--- config.mk ---
export PLATFORM = sky130hd
export DESIGN_NAME = evm_basic_block_splitter
export DESIGN_NICKNAME = d
export VERILOG_FILES = /design/src/rtl/ebbs_pkg.sv /design/src/rtl/evm_basic_block_splitter.sv
export SDC_FILE = /design/constraint.sdc
export NUM_CORES = 1
export LEC_CHECK = 0
export BUFFER_PORTS_ARGS = -buffer_cell sky130_fd_sc_hd__buf_2
export CAP_MARGIN = 20
export CORE_AREA = 2 2 184 186
export CTS_CLUSTER_SIZE = 24
export DETAILED_ROUTE_END_ITERATION = 6
export DIE_AREA = 0 0 186 188
export MAX_ROUTING_LAYER = met4
export PLACE_DENSITY = 0.87
export SLEW_MARGIN = 20
export SYNTH_ARGS = -nofsm -noshare
export SYNTH_HDL_FRONTEND = slang
export SYNTH_SLANG_ARGS = --single-unit
--- constraint.sdc ---
create_clock -name clock -period 12.1 [get_ports clock]
set_clock_uncertainty 0.15 [all_clocks]
set_input_delay 2.42 -clock clock [delete_from_list [all_inputs] [get_ports clock]]
set_output_delay 2.42 -clock clock [all_outputs]
set_load 0.02 [all_outputs]
--- src/rtl/ebbs_pkg.sv ---
// Package with opcodes, record codes and field widths of the basic block splitter.
package ebbs_pkg;

   localparam int OFFSET_BITS_DEF = 16;
   localparam int BLOCK_W = 16;
   localparam int COUNT_W = 16;
   localparam int ENDK_W  = 3;
   localparam int PAD_W   = 6;
   localparam int SKIP_W  = 6;
   localparam int KIND_W  = 2;

   localparam logic [7:0] OP_STOP         = 8'h00;
   localparam logic [7:0] OP_JUMP         = 8'h56;
   localparam logic [7:0] OP_JUMPI        = 8'h57;
   localparam logic [7:0] OP_JUMPDEST     = 8'h5B;
   localparam logic [7:0] OP_PUSH1        = 8'h60;
   localparam logic [7:0] OP_PUSH32       = 8'h7F;
   localparam logic [7:0] OP_RETURN       = 8'hF3;
   localparam logic [7:0] OP_REVERT       = 8'hFD;
   localparam logic [7:0] OP_SELFDESTRUCT = 8'hFF;

   localparam logic [BLOCK_W-1:0] BLOCK_SAT = '1;
   localparam logic [COUNT_W-1:0] COUNT_SAT = '1;

   typedef enum logic [KIND_W-1:0] {
      KIND_BLOCK = 2'd0,
      KIND_DEST  = 2'd1,
      KIND_END   = 2'd2
   } kind_type;

   typedef enum logic [ENDK_W-1:0] {
      END_STOP         = 3'd0,
      END_JUMP         = 3'd1,
      END_JUMPI        = 3'd2,
      END_RETURN       = 3'd3,
      END_REVERT       = 3'd4,
      END_SELFDESTRUCT = 3'd5,
      END_JUMPDEST     = 3'd6
   } end_kind_type;

endpackage

--- src/rtl/evm_basic_block_splitter.sv ---
// Basic block splitter for EVM bytecode, one code byte per request.
//
//   channel  direction  tdata                      tuser        tlast
//   req      in         code_byte                  -            final_byte
//   rsp      out        block/dest/end record      record_kind  run_last
//
// A request is decoded in the cycle it is accepted and its up to four records are
// written into a record buffer; they leave through the output register, one per cycle
// unless rsp stalls. A byte that yields zero or one record allows a new request every
// cycle unless rsp stalls; one that yields more holds the request side until its last
// record moves into the output register. The first record reaches rsp through the
// buffer and the output register. Reset is synchronous, clears the decoder state and
// empties the buffer and the output register. A stalled rsp holds its record.
module evm_basic_block_splitter #(
   parameter int OFFSET_BITS = ebbs_pkg::OFFSET_BITS_DEF,
   localparam int RAW_W = 2 * ebbs_pkg::BLOCK_W + ebbs_pkg::COUNT_W + ebbs_pkg::ENDK_W + 1
                          + ebbs_pkg::PAD_W + 2 * OFFSET_BITS + 1,
   localparam int DATA_W = ((RAW_W + 7) / 8) * 8
) (
   input  logic                        clock,
   input  logic                        reset,
   input  logic                        req_tvalid,
   output logic                        req_tready,
   // req_tdata: code_byte[7:0].
   input  logic [7:0]                  req_tdata,
   input  logic                        req_tlast,
   output logic                        rsp_tvalid,
   input  logic                        rsp_tready,
   // rsp_tdata from bit 0 up: block_number, block_start, instr_count, end_kind,
   // has_fallthrough, fallthrough_block, dest_offset, pad_bytes, zero fill.
   output logic [DATA_W-1:0]           rsp_tdata,
   // rsp_tuser: record_kind.
   output logic [ebbs_pkg::KIND_W-1:0] rsp_tuser,
   output logic                        rsp_tlast
);

   localparam int BW = ebbs_pkg::BLOCK_W;
   localparam int CW = ebbs_pkg::COUNT_W;
   localparam int SW = ebbs_pkg::SKIP_W;

   logic                 inside_ff, inside_in;
   logic [SW-1:0]        skip_ff, skip_in;
   logic [OFFSET_BITS:0] pos_ff, pos_in;
   logic [BW-1:0]        block_ff, block_in;
   logic [OFFSET_BITS:0] start_ff, start_in;
   logic [CW-1:0]        count_ff, count_in;

   logic [DATA_W-1:0]  rec_data_ff [4];
   logic [DATA_W-1:0]  rec_data_in [4];
   ebbs_pkg::kind_type rec_kind_ff [4];
   ebbs_pkg::kind_type rec_kind_in [4];
   logic               rec_last_ff [4];
   logic               rec_last_in [4];
   logic [2:0]         rec_num;

   logic [2:0] batch_cnt_ff, batch_cnt_in;
   logic [1:0] batch_rd_ff, batch_rd_in;

   logic               rsp_valid_ff, rsp_valid_in;
   logic [DATA_W-1:0]  rsp_data_ff, rsp_data_in;
   ebbs_pkg::kind_type rsp_kind_ff, rsp_kind_in;
   logic               rsp_last_ff, rsp_last_in;

   logic load_out;
   logic accept;

   function automatic logic [DATA_W-1:0] pack_record(
      input logic [BW-1:0]                 blk,
      input logic [OFFSET_BITS:0]          start,
      input logic [CW-1:0]                 cnt,
      input ebbs_pkg::end_kind_type        endk,
      input logic                          ft,
      input logic [BW-1:0]                 ftb,
      input logic [OFFSET_BITS-1:0]        dest,
      input logic [ebbs_pkg::PAD_W-1:0]    pad
   );
      return DATA_W'({pad, dest, ftb, ft, endk, cnt, start, blk});
   endfunction

   always_comb begin
      logic [7:0]             code;
      logic                   fin;
      logic [OFFSET_BITS:0]   next_pos;
      logic [BW-1:0]          next_id;
      logic [OFFSET_BITS-1:0] dest;
      logic [2:0]             last_idx;
      ebbs_pkg::end_kind_type endk;

      code     = req_tdata;
      fin      = req_tlast;
      next_pos = pos_ff[OFFSET_BITS] ? pos_ff : pos_ff + 1'b1;
      next_id  = (block_ff == ebbs_pkg::BLOCK_SAT) ? block_ff : block_ff + 1'b1;
      dest     = pos_ff[OFFSET_BITS] ? {OFFSET_BITS{1'b1}} : pos_ff[OFFSET_BITS-1:0];
      endk     = ebbs_pkg::END_STOP;

      inside_in = inside_ff;
      skip_in   = skip_ff;
      block_in  = block_ff;
      start_in  = start_ff;
      count_in  = count_ff;
      rec_num   = 3'd0;
      for (int i = 0; i < 4; i++) begin
         rec_data_in[i] = '0;
         rec_kind_in[i] = ebbs_pkg::KIND_BLOCK;
         rec_last_in[i] = 1'b0;
      end

      if (skip_ff != '0) begin
         skip_in = skip_ff - 1'b1;
      end else begin
         if (!inside_in) begin
            if (code == ebbs_pkg::OP_JUMPDEST) begin
               block_in  = next_id;
               start_in  = next_pos;
               count_in  = '0;
               inside_in = 1'b1;
               rec_kind_in[rec_num[1:0]] = ebbs_pkg::KIND_DEST;
               rec_data_in[rec_num[1:0]] = pack_record(block_in, '0, '0,
                  ebbs_pkg::END_STOP, 1'b0, '0, dest, '0);
               rec_num = rec_num + 3'd1;
            end
         end else if (code == ebbs_pkg::OP_JUMPDEST) begin
            if (count_in != '0) begin
               rec_kind_in[rec_num[1:0]] = ebbs_pkg::KIND_BLOCK;
               rec_data_in[rec_num[1:0]] = pack_record(block_in, start_in, count_in,
                  ebbs_pkg::END_JUMPDEST, 1'b1, next_id, '0, '0);
               rec_num  = rec_num + 3'd1;
               block_in = next_id;
               start_in = next_pos;
               count_in = '0;
            end else if (!start_in[OFFSET_BITS]) begin
               start_in = start_in + 1'b1;
            end
            rec_kind_in[rec_num[1:0]] = ebbs_pkg::KIND_DEST;
            rec_data_in[rec_num[1:0]] = pack_record(block_in, '0, '0,
               ebbs_pkg::END_STOP, 1'b0, '0, dest, '0);
            rec_num = rec_num + 3'd1;
         end else if (code == ebbs_pkg::OP_JUMPI) begin
            rec_kind_in[rec_num[1:0]] = ebbs_pkg::KIND_BLOCK;
            rec_data_in[rec_num[1:0]] = pack_record(block_in, start_in, count_in,
               ebbs_pkg::END_JUMPI, 1'b1, next_id, '0, '0);
            rec_num  = rec_num + 3'd1;
            block_in = next_id;
            start_in = next_pos;
            count_in = '0;
         end else if (code == ebbs_pkg::OP_STOP || code == ebbs_pkg::OP_JUMP ||
                      code == ebbs_pkg::OP_RETURN || code == ebbs_pkg::OP_REVERT ||
                      code == ebbs_pkg::OP_SELFDESTRUCT) begin
            unique case (code)
               ebbs_pkg::OP_JUMP:         endk = ebbs_pkg::END_JUMP;
               ebbs_pkg::OP_RETURN:       endk = ebbs_pkg::END_RETURN;
               ebbs_pkg::OP_REVERT:       endk = ebbs_pkg::END_REVERT;
               ebbs_pkg::OP_SELFDESTRUCT: endk = ebbs_pkg::END_SELFDESTRUCT;
               default:                   endk = ebbs_pkg::END_STOP;
            endcase
            rec_kind_in[rec_num[1:0]] = ebbs_pkg::KIND_BLOCK;
            rec_data_in[rec_num[1:0]] = pack_record(block_in, start_in, count_in,
               endk, 1'b0, '0, '0, '0);
            rec_num   = rec_num + 3'd1;
            inside_in = 1'b0;
         end else if (count_in != ebbs_pkg::COUNT_SAT) begin
            count_in = count_in + 1'b1;
         end
         if (code >= ebbs_pkg::OP_PUSH1 && code <= ebbs_pkg::OP_PUSH32) begin
            skip_in = {1'b0, code[4:0]} + 1'b1;
         end
      end
      pos_in = next_pos;

      if (fin) begin
         if (inside_in) begin
            rec_kind_in[rec_num[1:0]] = ebbs_pkg::KIND_BLOCK;
            rec_data_in[rec_num[1:0]] = pack_record(block_in, start_in, count_in,
               ebbs_pkg::END_STOP, 1'b0, '0, '0, '0);
            rec_num = rec_num + 3'd1;
         end
         rec_kind_in[rec_num[1:0]] = ebbs_pkg::KIND_END;
         rec_data_in[rec_num[1:0]] = pack_record(block_in, '0, '0,
            ebbs_pkg::END_STOP, 1'b0, '0, '0, skip_in);
         rec_num   = rec_num + 3'd1;
         inside_in = 1'b1;
         skip_in   = '0;
         pos_in    = '0;
         block_in  = '0;
         start_in  = '0;
         count_in  = '0;
      end

      last_idx = rec_num - 3'd1;
      if (rec_num != 3'd0) begin
         rec_last_in[last_idx[1:0]] = 1'b1;
      end
   end

   always_comb begin
      load_out   = (batch_cnt_ff != 3'd0) && (!rsp_valid_ff || rsp_tready);
      req_tready = (batch_cnt_ff == 3'd0) || ((batch_cnt_ff == 3'd1) && load_out);
      accept     = req_tvalid && req_tready;

      batch_cnt_in = batch_cnt_ff;
      batch_rd_in  = batch_rd_ff;
      if (accept) begin
         batch_cnt_in = rec_num;
         batch_rd_in  = 2'd0;
      end else if (load_out) begin
         batch_cnt_in = batch_cnt_ff - 3'd1;
         batch_rd_in  = batch_rd_ff + 2'd1;
      end

      rsp_data_in = rsp_data_ff;
      rsp_kind_in = rsp_kind_ff;
      rsp_last_in = rsp_last_ff;
      if (load_out) begin
         rsp_valid_in = 1'b1;
         rsp_data_in  = rec_data_ff[batch_rd_ff];
         rsp_kind_in  = rec_kind_ff[batch_rd_ff];
         rsp_last_in  = rec_last_ff[batch_rd_ff];
      end else if (rsp_tready) begin
         rsp_valid_in = 1'b0;
      end else begin
         rsp_valid_in = rsp_valid_ff;
      end
   end

   always_ff @(posedge clock) begin
      if (reset) begin
         inside_ff    <= 1'b1;
         skip_ff      <= '0;
         pos_ff       <= '0;
         block_ff     <= '0;
         start_ff     <= '0;
         count_ff     <= '0;
         batch_cnt_ff <= 3'd0;
         batch_rd_ff  <= 2'd0;
         rsp_valid_ff <= 1'b0;
      end else begin
         if (accept) begin
            inside_ff <= inside_in;
            skip_ff   <= skip_in;
            pos_ff    <= pos_in;
            block_ff  <= block_in;
            start_ff  <= start_in;
            count_ff  <= count_in;
         end
         batch_cnt_ff <= batch_cnt_in;
         batch_rd_ff  <= batch_rd_in;
         rsp_valid_ff <= rsp_valid_in;
      end
   end

   always_ff @(posedge clock) begin
      if (accept) begin
         for (int i = 0; i < 4; i++) begin
            rec_data_ff[i] <= rec_data_in[i];
            rec_kind_ff[i] <= rec_kind_in[i];
            rec_last_ff[i] <= rec_last_in[i];
         end
      end
      rsp_data_ff <= rsp_data_in;
      rsp_kind_ff <= rsp_kind_in;
      rsp_last_ff <= rsp_last_in;
   end

   assign rsp_tvalid = rsp_valid_ff;
   assign rsp_tdata  = rsp_data_ff;
   assign rsp_tuser  = rsp_kind_ff;
   assign rsp_tlast  = rsp_last_ff;

endmodule

Yosys cells after proc, flatten, opt, wreduce, memory -nomap -nowiden. Memory sizes are Yosys's and may differ from the RTL's. A register that Yosys moved wholly into a read port is not among the register bits. Cells that the tools add are included.

Add/subtract/negate cells: 12. Order comparisons: 10. Equality and inequality tests: 9. Muxes and demuxes: 106. Bitwise operators: 12. Reductions and logical operators: 24.

Operators with widths (count): two-way mux 384 bit (4); bitwise mux 384 bit (3); two-way mux 96 bit (8); demux 96 bit (select 2 bit) (3); two-way mux 288 bit (2); two-way mux 16 bit (21); two-way mux 17 bit (10); two-way mux 69 bit (2); two-way mux 85 bit (1); two-way mux 52 bit (1); adder 17 x 1 -> 17 bit (second input constant) (2); two-way mux 3 bit (11); adder 16 x 1 -> 16 bit (second input constant) (2); two-way mux 8 bit (4); two-way mux 6 bit (5); == test 8 x 7 -> 1 bit (second input constant) (3); == test 8 bit (second input constant) (3); two-way mux 1 bit (17); == test 16 bit (second input constant) (1); two-way mux 2 bit (8); != test 16 bit (second input constant) (1); nonzero test 16 bit (1); demux 2 bit (select 2 bit) (3); greater-or-equal comparator 3 bit (second input constant) (4); other kinds (28) (53).

Register bits after elaboration: 79. RAM bits: 396. Input port bits: 13. Logic and storage cells: 185. Memories: 3.

Memories: rec_data_ff (words 4, width 96, rd ports 1, clocked after Yosys merged registers in 1, wr ports 4, line evm_basic_block_splitter.sv:48) `logic [DATA_W-1:0] rec_data_ff [4];`; rec_kind_ff (words 4, width 2, rd ports 1, clocked after Yosys merged registers in 1, wr ports 4, line evm_basic_block_splitter.sv:50) `ebbs_pkg::kind_type rec_kind_ff [4];`; rec_last_ff (words 4, width 1, rd ports 1, clocked after Yosys merged registers in 1, wr ports 4, line evm_basic_block_splitter.sv:52) `logic rec_last_ff [4];`.

Logic depth before layout (Yosys ltp). Gate-level depths: netlist of run 1.

Word-level depth: 22. Depth in mapped cells: 17.

Least setup slack after synthesis of run 1. No wires, ideal clock.

Kind: input-to-reg. From: in rsp_tready. To: reg batch_cnt_ff[2]. Setup time: 0.079 ns. Data arrival time: 8.125 ns. Required time: 11.871 ns. Slack: 3.746 ns. Stages: 6. Path buffers: 0. Cells stage by stage: nand2b_1 > a21boi_1 > nand2_1 > xnor2_1 > nand2_1 > a21oi_1.

Longest elaborated chain between the ends: 6.

Ends and longest elaborated chain: start: declaration (line evm_basic_block_splitter.sv:28) `input logic rsp_tready,`; logical OR 1 bit (*) (line evm_basic_block_splitter.sv:196) `load_out = (batch_cnt_ff != 3'd0) && (!rsp_valid_ff || rsp_tready);`; logical AND 1 bit (*) (line evm_basic_block_splitter.sv:196); net load_out (line evm_basic_block_splitter.sv:64) `logic load_out;`; logical AND 1 bit (line evm_basic_block_splitter.sv:197) `req_tready = (batch_cnt_ff == 3'd0) || ((batch_cnt_ff == 3'd1) && load_out);`; logical OR 1 bit (line evm_basic_block_splitter.sv:197); logical AND 1 bit (line evm_basic_block_splitter.sv:198) `accept = req_tvalid && req_tready;`; two-way mux 3 bit / nonzero test 2 bit (equally long branches); end signal: assignment (line evm_basic_block_splitter.sv:245) `batch_cnt_ff <= batch_cnt_in;`; end: declaration (line evm_basic_block_splitter.sv:56) `logic [2:0] batch_cnt_ff, batch_cnt_in;`.

Mark *: on every way through the listed nets, which the timed path passes. The rest lies on a longest branch. A chain may end at the register's enable or synchronous reset.

==> flow_summary.ini, run 1 <==
[power_and_ir_drop]
pwr-share-comb_pct = 24.7
irDropWorstVdd_mv = 0.286
p_int_mw = 3.50
pwr-share-seq_pct = 49.2
switchingPower_mw = 1.62
power_frac_clock_pct = 26.1
powerDensity_mw_per_mm2 = 218
p_sw_share_pct = 31.6
p_leak_nw = 7.74

[floorplan]
die_h_um = 188
die_w_um = 186
rows = 67
core_mm2 = 0.0331
start_util_pct = 64.1
ios = 114
die-area_mm2 = 0.0350

[clock_network]
cts_root_buffer = clkbuf_16
cts_tree = built
cts_setup_buffers = 0
cts_buffers = 45
cts_buffer_depth = 3
path_clk_slew_ns = 0.07
clkSinkCount = 455
clkLatencyLatePin_ns = 0.56
cts_resized = 0
cts_hold_buf = 0
htree_levels = 2

[setup_path]
crit_fanout = 25
path_class = input port to flop
critPathArrivalTime_ns = 7.13
worstSetupStartpointType = input port
critPathCaptureType = flop
required_ns = 12.32

[synthesis]
synth_common_cells = edfxtp_1 (376), nor2_1 (281), nand2_1 (127)
synth.distinct_cells = 91
ys_warn_count = 0
synth.top_cell.area_share_pct = 53.2
synth_area_leader_cell = edfxtp_1
ys_ff_latch = 455
synth.avg_cell_area_um2 = 11.9
synth_edf_count = 376
ys.flop_type = edfxtp_1
synth_most_common_cell = edfxtp_1
synth.area.top_cells = edfxtp_1 (53%), dfxtp_1 (7.5%), mux4_2 (6.0%)
synth_area_mm2 = 0.0212
ys_async_sr_fraction_pct = 0
synth_cells = 1786
yosysSeqAreaShare_pct = 60.7

[timing]
tns_ns = 0
hold_ws_ns = 0.358
period_minus_slack_ns = 6.91
setup_viol = 0
rsz0062_at_grt = false
finalHoldViolCount = 0
fin_crit_sh_pct = 57.1
slew_headroom_pct = 25.0
maxSlewViolCount = 0
fmax_ghz = 0.145
worstMarginPinSlew_ns = 1.12

[drt]
wl_met2_um = 26800
dr.max_layer_used = met4
drt_iter0_drc = 1753
wl_met1_um = 21800
vias_per_cell = 6.54
avgRoutedWirePerCell_um = 23.8
firstDrtPassIters = 6
antenna_left = 0
route.detailed.drc = 0
vias = 15300
wl_um = 55500
wl_met3_um = 4450

[placed_design]
io_buffers = 108
place_congestion = 0.990
hpwl_um = 36300

[cells_and_area]
area_delta_synth_final_pct = 10.6
post-route-util_pct = 70.9
layout.nets = 1884
drive_above_1_share_pct = 15.6

[global_route]
grt_max_degree = 125
grtUsageTotal_pct = 33.4
antenna_found_initial = 1
grt_overflow = 0
grt_pass1_wl_um = 85900
grt_pass1_vias = 15000

[flow_run]
cap_violations = 0

[min_path]
hold_class = flop to flop

[status]
status = finished clean
## flip-flops by register name (all words and copies together) (netlist names), 2 cells and up
register	flops
rec_last_ff	4
rsp_tuser	2
rec_kind_ff	6
pos_ff	17
count_ff	16
batch_rd_ff	2
rec_data_ff	272
rsp_tdata	91
skip_ff	6
batch_cnt_ff	3
block_ff	16
start_ff	17
## power by group through the flow
stage	Sequential [mW]	Clock, mW	Combinational [mW]
after global routing	2.57	1.41	1.35
after detailed placement	2.55	0	1.24
after floorplan	2.75	0	0.645
final	2.52	1.34	1.27
after global placement	2.51	0	1.22
after CTS	2.53	1.34	1.25
## final timing paths
kind                                            to  depth (start not counted)         start  slack, ns
worst max-delay path            rec_data_ff[0][68]                         15  req_tdata[0]       5.19
worst min-delay path                   start_ff[7]                          2   start_ff[7]       0.36
worst max register to register  rec_data_ff[0][68]                         15    skip_ff[0]       6.66
worst min register to register         start_ff[7]                          2   start_ff[7]       0.36
## cell type report
cell class                      instances  area [µm²]
Inverter                               39         154
Timing Repair Buffer                  130         726
Clock inverter                         14        85.1
Clock buffer                           70        1320
Multi-Input combinational cell       1177        7740
Tap cell                              448         561
Antenna cell                            1        2.50
Sequential cell                       455       12900
Fill cell                            2246        9650
## per-stage QoR
step | instances | area, µm² | setup WS, ns | total power, mW
floorplan | 1790 | 21200 | 3.75 | 3.40
global placement | 2248 | 22000 | 4.89 | 3.73
detailed placement | 2248 | 22000 | 4.76 | 3.79
CTS | 2332 | 23400 | 5.30 | 5.12
global route | 2334 | 23500 | 4.86 | 5.33
finish | 2334 | 23500 | 5.19 | 5.12
## cell families after synthesis
group / count (synthesis) / share of synthesized area [%]
simple gates: 651 / 14.5
other cells: 1 / 0.0177
buf+inv: 158 / 3.11
xor+xnor: 38 / 1.57
fa+ha+maj: 23 / 1.36
mux: 83 / 7.28
compound gates: 377 / 11.6
flops: 455 / 60.7
## per-layer routing
metal / global-route usage (%) / vias up
li1: - / 6781
met1: 43.9 / 7500
met2: 51.9 / 828
met3: 5.75 / 163
met4: 14.0 / 0
met5: - / -
## worst max-delay path: stages
cell and delay (ns):
buf_2 0.13, ha_1 0.45, nand3_1 0.27, o32ai_2 0.39, a211o_2 0.44, o211ai_4 0.22, ha_1 0.47, inv_1 0.13
nor2_1 0.16, inv_1 0.08, ha_1 0.22, nand2_1 0.28, nand2_2 0.42, or3_1 0.74, a311oi_1 0.31
## layout by cell type, fill, tap and decap left out, types with 8 or more instances in the layout
| cell | synthesis | routed |
|---|---|---|
| edfxtp_1 | 376 | 376 |
| nor2_1 | 281 | 278 |
| nand2_1 | 127 | 127 |
| o21ai_0 | 115 | 115 |
| buf_2 | 29 | 108 |
| a21oi_1 | 90 | 90 |
| dfxtp_1 | 79 | 77 |
| mux4_2 | 57 | 57 |
| nand3_1 | 49 | 49 |
| clkbuf_16 | 0 | 47 |
| nor3_1 | 46 | 46 |
| inv_1 | 37 | 37 |
| xnor2_1 | 31 | 31 |
| and2_1 | 27 | 27 |
| mux2i_1 | 26 | 26 |
| o2bb2ai_1 | 26 | 26 |
| ha_1 | 23 | 23 |
| o22ai_1 | 21 | 21 |
| buf_4 | 8 | 21 |
| or3_1 | 19 | 18 |
| nand4_1 | 17 | 17 |
| clkbuf_1 | 73 | 17 |
| nor4_1 | 13 | 13 |
| and4_1 | 12 | 12 |
| a211o_1 | 11 | 11 |
| o211ai_1 | 10 | 10 |
| a31oi_1 | 11 | 10 |
| nand2b_1 | 9 | 9 |
| a21o_1 | 9 | 9 |
| and3_1 | 9 | 9 |
| o21a_1 | 9 | 9 |
| nand3b_1 | 8 | 8 |
| a211oi_1 | 8 | 8 |
| o31ai_1 | 8 | 8 |
| o2bb2a_1 | 8 | 8 |
Power figures use the tool's default switching activity.
==> inputs of run 2 (changes only) <==
- CORE_AREA: 2 2 184 186 -> 2 2 190 192
- DIE_AREA: 0 0 186 188 -> 0 0 192 194
- PLACE_DENSITY: 0.87 -> 0.83
- clock period: 12.1 -> 7.22 ns (I/O delays scaled with it)
==> run 2 against run 1 <==
Against the previous run: clock power up 87%; first-iteration DRC count down 14%; global-route usage down 3.3 points.
==> flow_summary.ini, run 2 (synthesis results as in run 1) <==
[status]
status = finished clean

[cells_and_area]
largest_reg_flops = 272
final_cell_mix = edfxtp_1 (376), nor2_1 (277), nand2_1 (127)
final.fill_count = 2535
area_delta_synth_final_pct = 11.8
final_cells = 2348
post-route-util_pct = 67.4
drive_above_1_share_pct = 15.9
layout_commonest_cell = edfxtp_1
max_flop_register = rec_data_ff
layout.nets = 1884

[clock_network]
cts_hold_buf = 0
clkLatencyLatePin_ns = 0.56
cts_tree = built
clkSinkCount = 455
htree_levels = 2
cts_buffer_depth = 3
cts_resized = 0
cts_setup_buffers = 0
path_clk_slew_ns = 0.06
cts_root_buffer = clkbuf_16
cts_buffers = 47

[drt]
drt_iter0_drc = 1514
vias = 15100
wl_um = 53600
vias_per_cell = 6.43
firstDrtPassIters = 6
antenna_left = 0
route.detailed.drc = 0
avgRoutedWirePerCell_um = 22.8

[global_route]
grt_pass1_wl_um = 83400
grt_max_degree = 188
grt_overflow = 0
antenna_found_initial = 1
grtUsageTotal_pct = 30.1
grt_pass1_vias = 14800

[min_path]
hold_class = flop to flop
min_from = start_ff[15]

[timing]
worstMarginPinSlew_ns = 1.24
setup_viol = 0
hold_ws_ns = 0.371
fin_crit_sh_pct = 75.8
maxSlewViolCount = 0
fmax_ghz = 0.183
finalHoldViolCount = 0
period_minus_slack_ns = 5.47
rsz0062_at_grt = false
tns_ns = 0
slew_headroom_pct = 17.5

[setup_path]
r2r-start = skip_ff[0]
critPathArrivalTime_ns = 5.69
crit_fanout = 17
critPathCaptureType = flop
required_ns = 7.43
worstSetupStartpointType = input port
path_class = input port to flop
crit_path_start = req_tdata[3]

[floorplan]
die_w_um = 192
ios = 114
start_util_pct = 60.3
core_mm2 = 0.0352
die-area_mm2 = 0.0372
die_h_um = 194
rows = 69

[power_and_ir_drop]
powerDensity_mw_per_mm2 = 373
irDropWorstVdd_mv = 0.383
total_power_mw = 8.85
p_leak_nw = 7.85

[flow_run]
cap_violations = 0

[placed_design]
place_congestion = 0.976
hpwl_um = 35200
io_buffers = 108
placedCellCount = 2258
==> run 2: metal layers <==
metal / vias to the layer above / part of all wire, % / GRT usage (%)
li1: 6785 / - / -
met3: 138 / 7.7 / 5.07
met5: - / 0 / -
met1: 7437 / 41 / 39.6
met2: 744 / 48 / 46.9
met4: 0 / 4.1 / 12.4
==> run 2: final timing paths <==
kind	slack, ns	end	cells after the start
max	1.75	rec_data_ff[0][68]	14
min	0.37	start_ff[15]	2
min reg2reg	0.37	start_ff[15]	2
max reg2reg	2.18	rec_data_ff[0][68]	14
==> run 2: power by group <==
group,switching [mW],total [mW],internal (mW),leakage (nW)
combinational,1.45,2.14,0.691,2.73
clock,0.978,2.51,1.53,0.796
sequential,0.269,4.20,3.93,4.33
==> run 2: worst max-delay path, stage by stage <==
cell	delay (ns)
buf_2	0.19
nor2b_1	0.46
nand3_2	0.32
a21oi_4	0.61
o211ai_4	0.27
ha_1	0.47
inv_1	0.12
nor2_1	0.16
inv_1	0.09
ha_1	0.21
nand2_1	0.31
nand2_2	0.08
or3_1	0.65
a311oi_1	0.30
==> run 2: through the flow <==
step           setup WS, ns  cell area [µm²]
2_1_floorplan         0.871            21200
3_3_place_gp           1.39            22000
3_5_place_dp           1.29            22000
4_1_cts                1.83            23700
5_1_grt                1.41            23700
6_report               1.75            23700
==> run 2: final cells by class <==
class | instances | area, µm² | area share [%]
Antenna cell | 1 | 2.50 | 0.0105
Clock buffer | 67 | 1360 | 5.75
Clock inverter | 20 | 263 | 1.11
Inverter | 39 | 154 | 0.648
Multi-Input combinational cell | 1177 | 7740 | 32.6
Sequential cell | 455 | 12900 | 54.3
Tap cell | 461 | 577 | 2.43
Timing Repair Buffer | 128 | 756 | 3.18
